**src/rtl/npr_pkg.sv**
```systemverilog
`timescale 1ns / 1ps
// ----------------------------------------------------------------------------
// Node presence registry package
// Shared widths, codes and record types for the registry blocks.
// ----------------------------------------------------------------------------
package npr_pkg;

	localparam int NPR_SLOTS_DEF   = 16;
	localparam int MAX_RESULTS     = 16;
	localparam int TIME_W          = 48;
	localparam int BASE_W          = 11;
	localparam int LIMIT_W         = 7;
	localparam int COUNT_W         = $clog2(MAX_RESULTS + 1);
	localparam int IN_DATA_W       = 160;
	localparam int OUT_DATA_W      = 104;

	localparam logic [1:0] KIND_ANNOUNCE = 2'd0;
	localparam logic [1:0] KIND_QUERY    = 2'd1;
	localparam logic [1:0] KIND_LIST     = 2'd2;
	localparam logic [1:0] KIND_NONE     = 2'd3;

	localparam logic [1:0] ST_OK      = 2'd0;
	localparam logic [1:0] ST_INSERT  = 2'd1;
	localparam logic [1:0] ST_DROP    = 2'd2;
	localparam logic [1:0] ST_MISSING = 2'd3;

	typedef struct packed {
		logic              valid;
		logic [7:0]        mtype;
		logic [7:0]        node;
		logic [7:0]        major;
		logic [7:0]        minor;
		logic [7:0]        caps;
		logic [BASE_W-1:0] base;
		logic [TIME_W-1:0] seen;
	} entry_t;

	typedef struct packed {
		logic [1:0]        status;
		logic              present;
		logic [7:0]        mtype;
		logic [7:0]        node;
		logic [7:0]        major;
		logic [7:0]        minor;
		logic [7:0]        caps;
		logic [BASE_W-1:0] base;
		logic [TIME_W-1:0] seen;
	} result_t;

	typedef enum logic [1:0] {
		S_IDLE,
		S_SCAN,
		S_INSERT,
		S_FINISH
	} state_t;

endpackage

```
**src/rtl/node_presence_registry_top.sv**
```systemverilog
`timescale 1ns / 1ps
// ----------------------------------------------------------------------------
// Node presence registry
// Table of bus nodes keyed by node type and node id, with announce, query
// and list operations over a rotating ring of slot cells.
// ----------------------------------------------------------------------------
// The table lives in a ring of TABLE_SLOTS cells that rotates one slot per
// cycle past a single controller, so every item's scan walks the whole table
// once in slot order. A query, an announce that updates an existing entry, a
// dropped announce and a list each take one full rotation of the ring, plus
// accepting the item and handing over the result. An announce that inserts a
// new entry needs a second rotation to reach the free slot. During a list
// the ring pauses whenever an entry is ready but the output item has not
// been taken, so back-pressure on the result side stretches the list
// accordingly. One input item is handled at a time; the next is taken once
// the final result of the current one sits in the output register. The
// valid marks of all slots are cleared by reset directly, so the block is
// ready right after reset.
// ----------------------------------------------------------------------------
module node_presence_registry_top
	import npr_pkg::*;
#(
	parameter int TABLE_SLOTS = NPR_SLOTS_DEF
)(
	input  logic                  clk,
	input  logic                  arst_n,
	// Fields from bit 0: node type, node id, major version, minor version,
	// capabilities, block_base, now_ms, max_age, list_limit, zero fill.
	input  logic [IN_DATA_W-1:0]  s_axis_tdata,
	// Field: kind.
	input  logic [1:0]            s_axis_tuser,
	input  logic                  s_axis_tvalid,
	output logic                  s_axis_tready,
	// Fields from bit 0: present, out_type, out_node, out_major, out_minor,
	// out_caps, out_base, out_seen, zero fill.
	output logic [OUT_DATA_W-1:0] m_axis_tdata,
	// Field: status.
	output logic [1:0]            m_axis_tuser,
	output logic                  m_axis_tlast,
	output logic                  m_axis_tvalid,
	input  logic                  m_axis_tready
);

	entry_t  ring [TABLE_SLOTS];
	entry_t  wb;
	entry_t  in_entry;
	logic    shift;
	result_t res;

	// The announced fields arrive as an entry record; now_ms rides in the
	// seen field so that it can be stamped straight into a slot.
	always_comb begin
		in_entry.valid = 1'b0;
		in_entry.mtype = s_axis_tdata[7:0];
		in_entry.node  = s_axis_tdata[15:8];
		in_entry.major = s_axis_tdata[23:16];
		in_entry.minor = s_axis_tdata[31:24];
		in_entry.caps  = s_axis_tdata[39:32];
		in_entry.base  = s_axis_tdata[50:40];
		in_entry.seen  = s_axis_tdata[98:51];
	end

	// Cell k takes its neighbor k+1 on each shift; the last cell takes the
	// entry that the controller writes back after looking at the head.
	for (genvar k = 0; k < TABLE_SLOTS; k++) begin : g_cell
		entry_t d;
		if (k == TABLE_SLOTS - 1) begin : g_tail
			assign d = wb;
		end else begin : g_mid
			assign d = ring[k + 1];
		end
		npr_cell u_cell (
			.clk    (clk),
			.arst_n (arst_n),
			.shift  (shift),
			.d      (d),
			.q      (ring[k])
		);
	end

	npr_ctrl #(
		.TABLE_SLOTS (TABLE_SLOTS)
	) u_ctrl (
		.clk        (clk),
		.arst_n     (arst_n),
		.in_valid   (s_axis_tvalid),
		.in_ready   (s_axis_tready),
		.in_kind    (s_axis_tuser),
		.in_entry   (in_entry),
		.in_max_age (s_axis_tdata[146:99]),
		.in_limit   (s_axis_tdata[153:147]),
		.head       (ring[0]),
		.wb         (wb),
		.shift      (shift),
		.out_valid  (m_axis_tvalid),
		.out_ready  (m_axis_tready),
		.out_res    (res),
		.out_last   (m_axis_tlast)
	);

	// Result item packing.
	assign m_axis_tuser = res.status;
	assign m_axis_tdata = {4'b0, res.seen, res.base, res.caps, res.minor, res.major,
	                       res.node, res.mtype, res.present};

endmodule

```
**src/rtl/npr_cell.sv**
```systemverilog
`timescale 1ns / 1ps
// ----------------------------------------------------------------------------
// Registry slot cell
// Holds one table entry and passes it on to its neighbor when the ring shifts.
// ----------------------------------------------------------------------------
module npr_cell
	import npr_pkg::*;
(
	input  logic   clk,
	input  logic   arst_n,
	input  logic   shift,
	input  entry_t d,
	output entry_t q
);

	logic   valid_q;
	entry_t data_q;

	// Only the valid mark is cleared; the rest is meaningless until written.
	always_ff @(posedge clk or negedge arst_n) begin
		if (!arst_n) begin
			valid_q <= 1'b0;
		end else if (shift) begin
			valid_q <= d.valid;
		end
	end

	always_ff @(posedge clk) begin
		if (shift) begin
			data_q <= d;
		end
	end

	always_comb begin
		q       = data_q;
		q.valid = valid_q;
	end

endmodule

```
**src/rtl/npr_ctrl.sv**
```systemverilog
`timescale 1ns / 1ps
// ----------------------------------------------------------------------------
// Registry controller
// Sequences scan and insert passes over the slot ring and builds the results.
// ----------------------------------------------------------------------------
module npr_ctrl
	import npr_pkg::*;
#(
	parameter int TABLE_SLOTS = NPR_SLOTS_DEF
)(
	input  logic                  clk,
	input  logic                  arst_n,
	input  logic                  in_valid,
	output logic                  in_ready,
	input  logic [1:0]            in_kind,
	input  entry_t                in_entry,
	input  logic [TIME_W-1:0]     in_max_age,
	input  logic [LIMIT_W-1:0]    in_limit,
	input  entry_t                head,
	output entry_t                wb,
	output logic                  shift,
	output logic                  out_valid,
	input  logic                  out_ready,
	output result_t               out_res,
	output logic                  out_last
);

	localparam int CW = (TABLE_SLOTS > 1) ? $clog2(TABLE_SLOTS) : 1;

	state_t               state_q, state_d;
	logic [CW-1:0]        cnt_q;
	logic [CW-1:0]        free_idx_q;
	logic                 free_q, match_q, pend_q;
	logic [COUNT_W-1:0]   count_q;
	logic [1:0]           kind_q;
	entry_t               item_q;
	logic [TIME_W-1:0]    max_age_q;
	logic [LIMIT_W-1:0]   limit_q;
	result_t              res_q;
	result_t              out_q;
	logic                 out_valid_q, out_last_q;

	logic    hit, take, emit_mid, out_free, last_step, free_now, present, need_ins, drop;
	result_t none_rec, head_rec, item_rec, drop_rec, qry_rec, ins_rec;

	assign out_free  = !out_valid_q || out_ready;
	assign last_step = (cnt_q == CW'(TABLE_SLOTS - 1));
	assign hit       = head.valid && (head.mtype == item_q.mtype) && (head.node == item_q.node);
	assign take      = (kind_q == KIND_LIST) && head.valid
	                   && (LIMIT_W'(count_q) < limit_q) && (count_q < COUNT_W'(MAX_RESULTS));
	assign free_now  = !head.valid && !free_q;
	assign present   = (max_age_q == '0)
	                   || ((item_q.seen >= head.seen) && ((item_q.seen - head.seen) <= max_age_q));
	assign need_ins  = (kind_q == KIND_ANNOUNCE) && !match_q && !hit;
	assign drop      = need_ins && !free_q && !free_now;

	always_comb begin
		none_rec        = '0;
		none_rec.status = ST_MISSING;
		head_rec        = '{status: ST_OK, present: 1'b0, mtype: head.mtype, node: head.node,
		                    major: head.major, minor: head.minor, caps: head.caps,
		                    base: head.base, seen: head.seen};
		item_rec        = '{status: ST_OK, present: 1'b0, mtype: item_q.mtype,
		                    node: item_q.node, major: item_q.major, minor: item_q.minor,
		                    caps: item_q.caps, base: item_q.base, seen: item_q.seen};
		drop_rec        = '0;
		drop_rec.status = ST_DROP;
		drop_rec.mtype  = item_q.mtype;
		drop_rec.node   = item_q.node;
		qry_rec         = head_rec;
		qry_rec.present = present;
		ins_rec         = item_rec;
		ins_rec.status  = ST_INSERT;
	end

	// Next state.
	always_comb begin
		state_d = state_q;
		case (state_q)
			S_IDLE: begin
				if (in_valid && in_kind != KIND_NONE) begin
					state_d = S_SCAN;
				end
			end
			S_SCAN: begin
				if (shift && last_step) begin
					state_d = (need_ins && !drop) ? S_INSERT : S_FINISH;
				end
			end
			S_INSERT: begin
				if (last_step) begin
					state_d = S_FINISH;
				end
			end
			S_FINISH: begin
				if (out_free) begin
					state_d = S_IDLE;
				end
			end
			default: state_d = S_IDLE;
		endcase
	end

	// Control outputs and write-back into the ring tail.
	always_comb begin
		in_ready = 1'b0;
		shift    = 1'b0;
		emit_mid = 1'b0;
		wb       = head;
		case (state_q)
			S_IDLE: begin
				in_ready = 1'b1;
			end
			S_SCAN: begin
				emit_mid = take && pend_q;
				shift    = !(emit_mid && !out_free);
				if (kind_q == KIND_ANNOUNCE && hit) begin
					wb.major = item_q.major;
					wb.minor = item_q.minor;
					wb.caps  = item_q.caps;
					wb.base  = item_q.base;
					wb.seen  = item_q.seen;
				end
			end
			S_INSERT: begin
				shift = 1'b1;
				if (cnt_q == free_idx_q) begin
					wb       = item_q;
					wb.valid = 1'b1;
				end
			end
			S_FINISH: begin
				shift = 1'b0;
			end
			default: shift = 1'b0;
		endcase
	end

	always_ff @(posedge clk or negedge arst_n) begin
		if (!arst_n) begin
			state_q     <= S_IDLE;
			cnt_q       <= '0;
			free_q      <= 1'b0;
			match_q     <= 1'b0;
			pend_q      <= 1'b0;
			count_q     <= '0;
			out_valid_q <= 1'b0;
		end else begin
			state_q <= state_d;
			if (state_q == S_IDLE) begin
				cnt_q   <= '0;
				free_q  <= 1'b0;
				match_q <= 1'b0;
				pend_q  <= 1'b0;
				count_q <= '0;
			end else if (shift) begin
				cnt_q <= last_step ? '0 : cnt_q + 1'b1;
				if (state_q == S_SCAN) begin
					if (kind_q == KIND_ANNOUNCE && hit) begin
						match_q <= 1'b1;
					end
					if (free_now) begin
						free_q <= 1'b1;
					end
					if (take) begin
						pend_q  <= 1'b1;
						count_q <= count_q + 1'b1;
					end
				end
			end
			if ((emit_mid && out_free) || (state_q == S_FINISH && out_free)) begin
				out_valid_q <= 1'b1;
			end else if (out_ready) begin
				out_valid_q <= 1'b0;
			end
		end
	end

	// Item capture, result record and output payload.
	always_ff @(posedge clk) begin
		if (state_q == S_IDLE && in_valid) begin
			kind_q    <= in_kind;
			item_q    <= in_entry;
			max_age_q <= in_max_age;
			limit_q   <= in_limit;
			res_q     <= none_rec;
		end
		if (state_q == S_SCAN && shift) begin
			if (free_now) begin
				free_idx_q <= cnt_q;
			end
			if (kind_q == KIND_ANNOUNCE && hit) begin
				res_q <= item_rec;
			end else if (kind_q == KIND_QUERY && hit) begin
				res_q <= qry_rec;
			end else if (take) begin
				res_q <= head_rec;
			end else if (last_step && drop) begin
				res_q <= drop_rec;
			end
		end
		if (state_q == S_INSERT && cnt_q == free_idx_q) begin
			res_q <= ins_rec;
		end
		if (emit_mid && out_free) begin
			out_q      <= res_q;
			out_last_q <= 1'b0;
		end else if (state_q == S_FINISH && out_free) begin
			out_q      <= res_q;
			out_last_q <= 1'b1;
		end
	end

	assign out_valid = out_valid_q;
	assign out_res   = out_q;
	assign out_last  = out_last_q;

`ifndef NO_ASSERTIONS
	// The ring is back in slot order whenever a new item can be taken.
	a_ring_aligned: assert property (@(posedge clk) disable iff (!arst_n)
		state_q == S_IDLE |-> cnt_q == '0)
		else $error("slot ring not realigned in idle");

	// A list entry waiting on a full output holds the ring in place.
	a_stall_holds: assert property (@(posedge clk) disable iff (!arst_n)
		(emit_mid && !out_free) |=> $stable(cnt_q))
		else $error("ring moved while a list entry was stalled");

	// An insert pass only follows an announce that found a free slot and no match.
	a_insert_cause: assert property (@(posedge clk) disable iff (!arst_n)
		state_q == S_INSERT |-> (free_q && !match_q && kind_q == KIND_ANNOUNCE))
		else $error("insert pass without a free slot");

	// A list never takes more entries than the cap.
	a_list_cap: assert property (@(posedge clk) disable iff (!arst_n)
		count_q <= COUNT_W'(MAX_RESULTS))
		else $error("list count above cap");
`endif

endmodule
```
**config.mk**
```make
export PLATFORM = sky130hd
export DESIGN_NAME = node_presence_registry_top
export DESIGN_NICKNAME = d
export VERILOG_FILES = /design/src/rtl/npr_pkg.sv /design/src/rtl/node_presence_registry_top.sv /design/src/rtl/npr_cell.sv /design/src/rtl/npr_ctrl.sv
export SDC_FILE = /design/constraint.sdc
export NUM_CORES = 2
export LEC_CHECK = 0
export BUFFER_PORTS_ARGS = -buffer_cell sky130_fd_sc_hd__buf_2
export CORE_ASPECT_RATIO = 0.75
export CORE_MARGIN = 1.5
export CORE_UTILIZATION = 36
export CTS_BUF_LIST = sky130_fd_sc_hd__clkbuf_8
export CTS_CLUSTER_SIZE = 28
export DETAILED_ROUTE_END_ITERATION = 8
export PLACE_DENSITY = 0.63
export SYNTH_ARGS = -nofsm -noshare
export SYNTH_HDL_FRONTEND = slang
export SYNTH_SLANG_ARGS = --single-unit
```
**constraint.sdc**
```tcl
create_clock -name clk -period 49 [get_ports clk]
set_clock_uncertainty 0.2 [all_clocks]
set_input_delay 2.45 -clock clk [delete_from_list [all_inputs] [get_ports clk]]
set_output_delay 2.45 -clock clk [all_outputs]
set_load 0.1 [all_outputs]
```
==> metrics <==
outcome=finished clean; setup bufs post-CTS=0; VDD IR-drop max=0.000107 V; CP Cell Sequence=buf_2 > nor2b_1 > and3_1 > o21ai_4 > buf_4 > buf_4 > buf_4 > buf_4; core area=192,000 sq um; # fillers=16,900; top cells by area, synth=edfxtp_1 80%, dfxtp_1 3.0%, nand2_1 2.2%, ha_1 1.9%, o21ai_0 1.5%; largest family of logic cells by synthesized area=compound AO/OA/AOI/OAI gates; CP max stage delay=0.96 ns; Most used DFF post-synth=edfxtp_1; Crit Path Category=primary input to register; Crit. End Element=register; share of the synthesized area in the top cell type=0.798; reg-to-reg critical path startpoint=u_ctrl.ins_rec[0]; simple-gate share of the synthesized area=0.0442; Final ANT Viol Nets=0; die width=510 um; CTS resizes=0; io pins=275; vias in the first global route=34,200; Crit path required time=49.33 ns; FF-to-FF path depth=24; max-slew violations=0; DR WL met2=65,300 um; P_leak=0.0283 uW; worst-margin pin slew=1.19 ns; Placement Cell Area=73,900 sq um; TritonCTS clock tree=yes; first-pass GRT wire length=215,000 um; drt drc=0; R2R setup slack=42.64 ns; Yosys cell types=72; Syn Inst Count=3,854; GP Congestion=0.847; #FFs+latches synth=1,980; pin count of the biggest net entering global routing=200; RSZ-0062 raised after global routing=false; highest metal used=met5; fin crit share=0.136; Post-Synth Adder-Cell Area=0.0194; compound-gate portion of the synthesized area=0.0594; Post-Layout Cell Count=7,110; mux cell area share after synthesis=0.0123; Min-Delay Startpoint=g_cell[14].u_cell.q[40]; GRT Total Usage=0.148; area leader, netlist=edfxtp_1; Startpoint Class=primary input; Die Area=196,000 sq um; met3 wire len=8980 um; Cells after DPL=6,556; Initial Util=0.363; # H-tree levels=5; layout cells sized above 1=0.169; Clock Tree Buf Depth=4; worst reg2reg path endpoint=u_ctrl.res_q[99]; Final Cell Area=79,700 sq um; drt first pass iters=6; Iter 0 DRT Violations=3,226; Die Ht=383 um; Final setup viols=0; Tmin final=6.66 ns; max-cap violations=0; Clock Latency Late Sink=1.00 ns; final hold violations=0; routed wire length per instance=20.6 um; metal1 wirelength=66,700 um; cts-stage hold buffer count=0; Num CTS Buffers=322; CTS sink count=1,980; Post-Syn Area=69,500 sq um; Async S/R FF share, synth=0.0157; CP max-delay cell=buf_4; initial antenna violation count=18; dpl hpwl=88,500 um; vias per std cell=4.90; final net count=4,615; Critical Path Fanout Max=91; Endpoint, Worst Hold=g_cell[13].u_cell.q[40]; Ys Warns=0; Layout area overhead=14.7%; CP arrival=7.00 ns; Synth Area in XOR/XNOR=0.00870; Vias=34,800; Syn Area/Cell=18.0 sq um; Most common cell on crit path=buf_4; PD cells=80.6 nW/um^2; hold path depth=0; Hold Crit Class=register to register; sequential area share after synthesis=0.839; clock slew at reported path FFs=0.06 ns; drt total wl=147,000 um; Max Fclk=150 MHz; Setup TNS Final=0 ns; row cnt=139; count of port buffers added during placement=264; normalized max-slew margin=0.205; Post-synth EDFFs=1,846; total gr overflow=0; Root Buffer=clkbuf_8
## where the power goes
part / leakage [uW] / total [uW] / internal (uW) / switching [uW]
clock: 0.00337 / 1310 / 686 / 620
sequential: 0.0186 / 3490 / 3200 / 288
combinational: 0.00630 / 1620 / 371 / 1250
## through the flow
step | power (uW) | utilization | setup slack (ns) | hold WS (ns)
floorplan | 5640 | - | 23.40 | 0.200
global placement | 5080 | 0.385 | 41.54 | 0.200
detailed placement | 5150 | 0.385 | 41.32 | 0.205
CTS | 6500 | 0.416 | 42.40 | 0.159
global route | 6780 | 0.416 | 42.06 | 0.162
finish | 6420 | 0.416 | 42.34 | 0.161
## layout by cell type, fill, tap and decap left out, types with 45 or more instances in the layout
| master | synthesis | routed |
|---|---|---|
| ha_1 | 106 | 104 |
| a22o_1 | 83 | 83 |
| nand2_1 | 398 | 395 |
| o21ai_0 | 204 | 203 |
| dfxtp_1 | 103 | 103 |
| clkbuf_8 | 0 | 347 |
| nor2_1 | 61 | 60 |
| clkinv_1 | 0 | 46 |
| edfxtp_1 | 1846 | 1846 |
| a21oi_1 | 118 | 118 |
| nand3_1 | 80 | 80 |
| inv_1 | 161 | 271 |
| mux2_2 | 45 | 45 |
| a311oi_1 | 49 | 49 |
| buf_2 | 18 | 264 |
## layout make-up
cell class / count / area, sq um / area share
antenna: 4 / 10.0 / 0.000126
clock buffer: 347 / 4780 / 0.0599
clock inverter: 203 / 1050 / 0.0131
inverter: 161 / 612 / 0.00768
multi-input combinational: 1572 / 10100 / 0.127
sequential: 1980 / 58300 / 0.731
tap: 2538 / 3180 / 0.0399
timing repair buffer: 305 / 1680 / 0.0211
## worst max-delay path by stage
| stage | start | end | slack [ns] | cells after the start |
|---|---|---|---|---|
| after floorplan | m_axis_tready | g_cell[0].u_cell.valid_q | 23.40 | 5 |
| after global placement | m_axis_tready | g_cell[10].u_cell.q[11] | 41.54 | 8 |
| after detailed placement | m_axis_tready | g_cell[0].u_cell.q[15] | 41.32 | 8 |
| after CTS | m_axis_tready | g_cell[14].u_cell.q[15] | 42.40 | 8 |
| after global routing | m_axis_tready | g_cell[11].u_cell.q[15] | 42.06 | 8 |
| final | m_axis_tready | g_cell[0].u_cell.q[11] | 42.34 | 8 |
## layer usage
layer | vias to the layer above | track usage
met2 | 1155 | 0.217
met3 | 375 | 0.0351
met4 | 8 | 0.0658
li1 | 15800 | -
met5 | - | 0
met1 | 17500 | 0.208
## sequential cells by signal (all words and copies together), names as in the netlist, 2 cells and up
| signal | count |
|---|---|
| g_cell.u_cell.valid_q | 16 |
| u_ctrl.cnt_q | 4 |
| u_ctrl.max_age_q | 48 |
| u_ctrl.res_q | 102 |
| u_ctrl.state_q | 2 |
| u_ctrl.out_res | 102 |
| u_ctrl.limit_q | 7 |
| u_ctrl.free_idx_q | 4 |
| g_cell.u_cell.q | 1584 |
| u_ctrl.ins_rec | 83 |
| u_ctrl.drop_rec | 16 |
| u_ctrl.kind_q | 2 |
| u_ctrl.count_q | 5 |
## cells by family after synthesis
group	after synthesis
flip-flops	1980
AND/OR/NAND/NOR	688
AO/OA/AOI/OAI	624
buffers and inverters	305
adder cells (fa/ha/maj)	107
multiplexers	80
XOR/XNOR	69
other	1
## Yosys cell counts, types with 9 or more instances
library cell	n
a22o_1	83
nand2b_1	10
o211ai_1	12
nand4_1	27
a31oi_1	24
dfxtp_1	103
nor4_1	18
a21oi_1	118
o21ai_0	204
nor3_1	16
xnor2_1	25
a311oi_1	49
buf_2	18
ha_1	106
nor2_1	61
clkbuf_1	112
mux2i_1	35
nand2_1	398
a21o_1	36
xor2_1	44
edfxtp_1	1846
a221o_1	16
nor2b_1	33
or3_1	9
mux2_2	45
nand3_1	80
o21a_1	10
o221ai_1	21
dfrtp_1	31
inv_1	161
## worst max-delay path, delay by kind of cell
| kind | cells | cell delay, ns |
|---|---|---|
| buf+inv | 5 | 3.50 |
| compound gates | 1 | 0.52 |
| simple gates | 2 | 0.31 |
(Power assumes the default switching activity.)
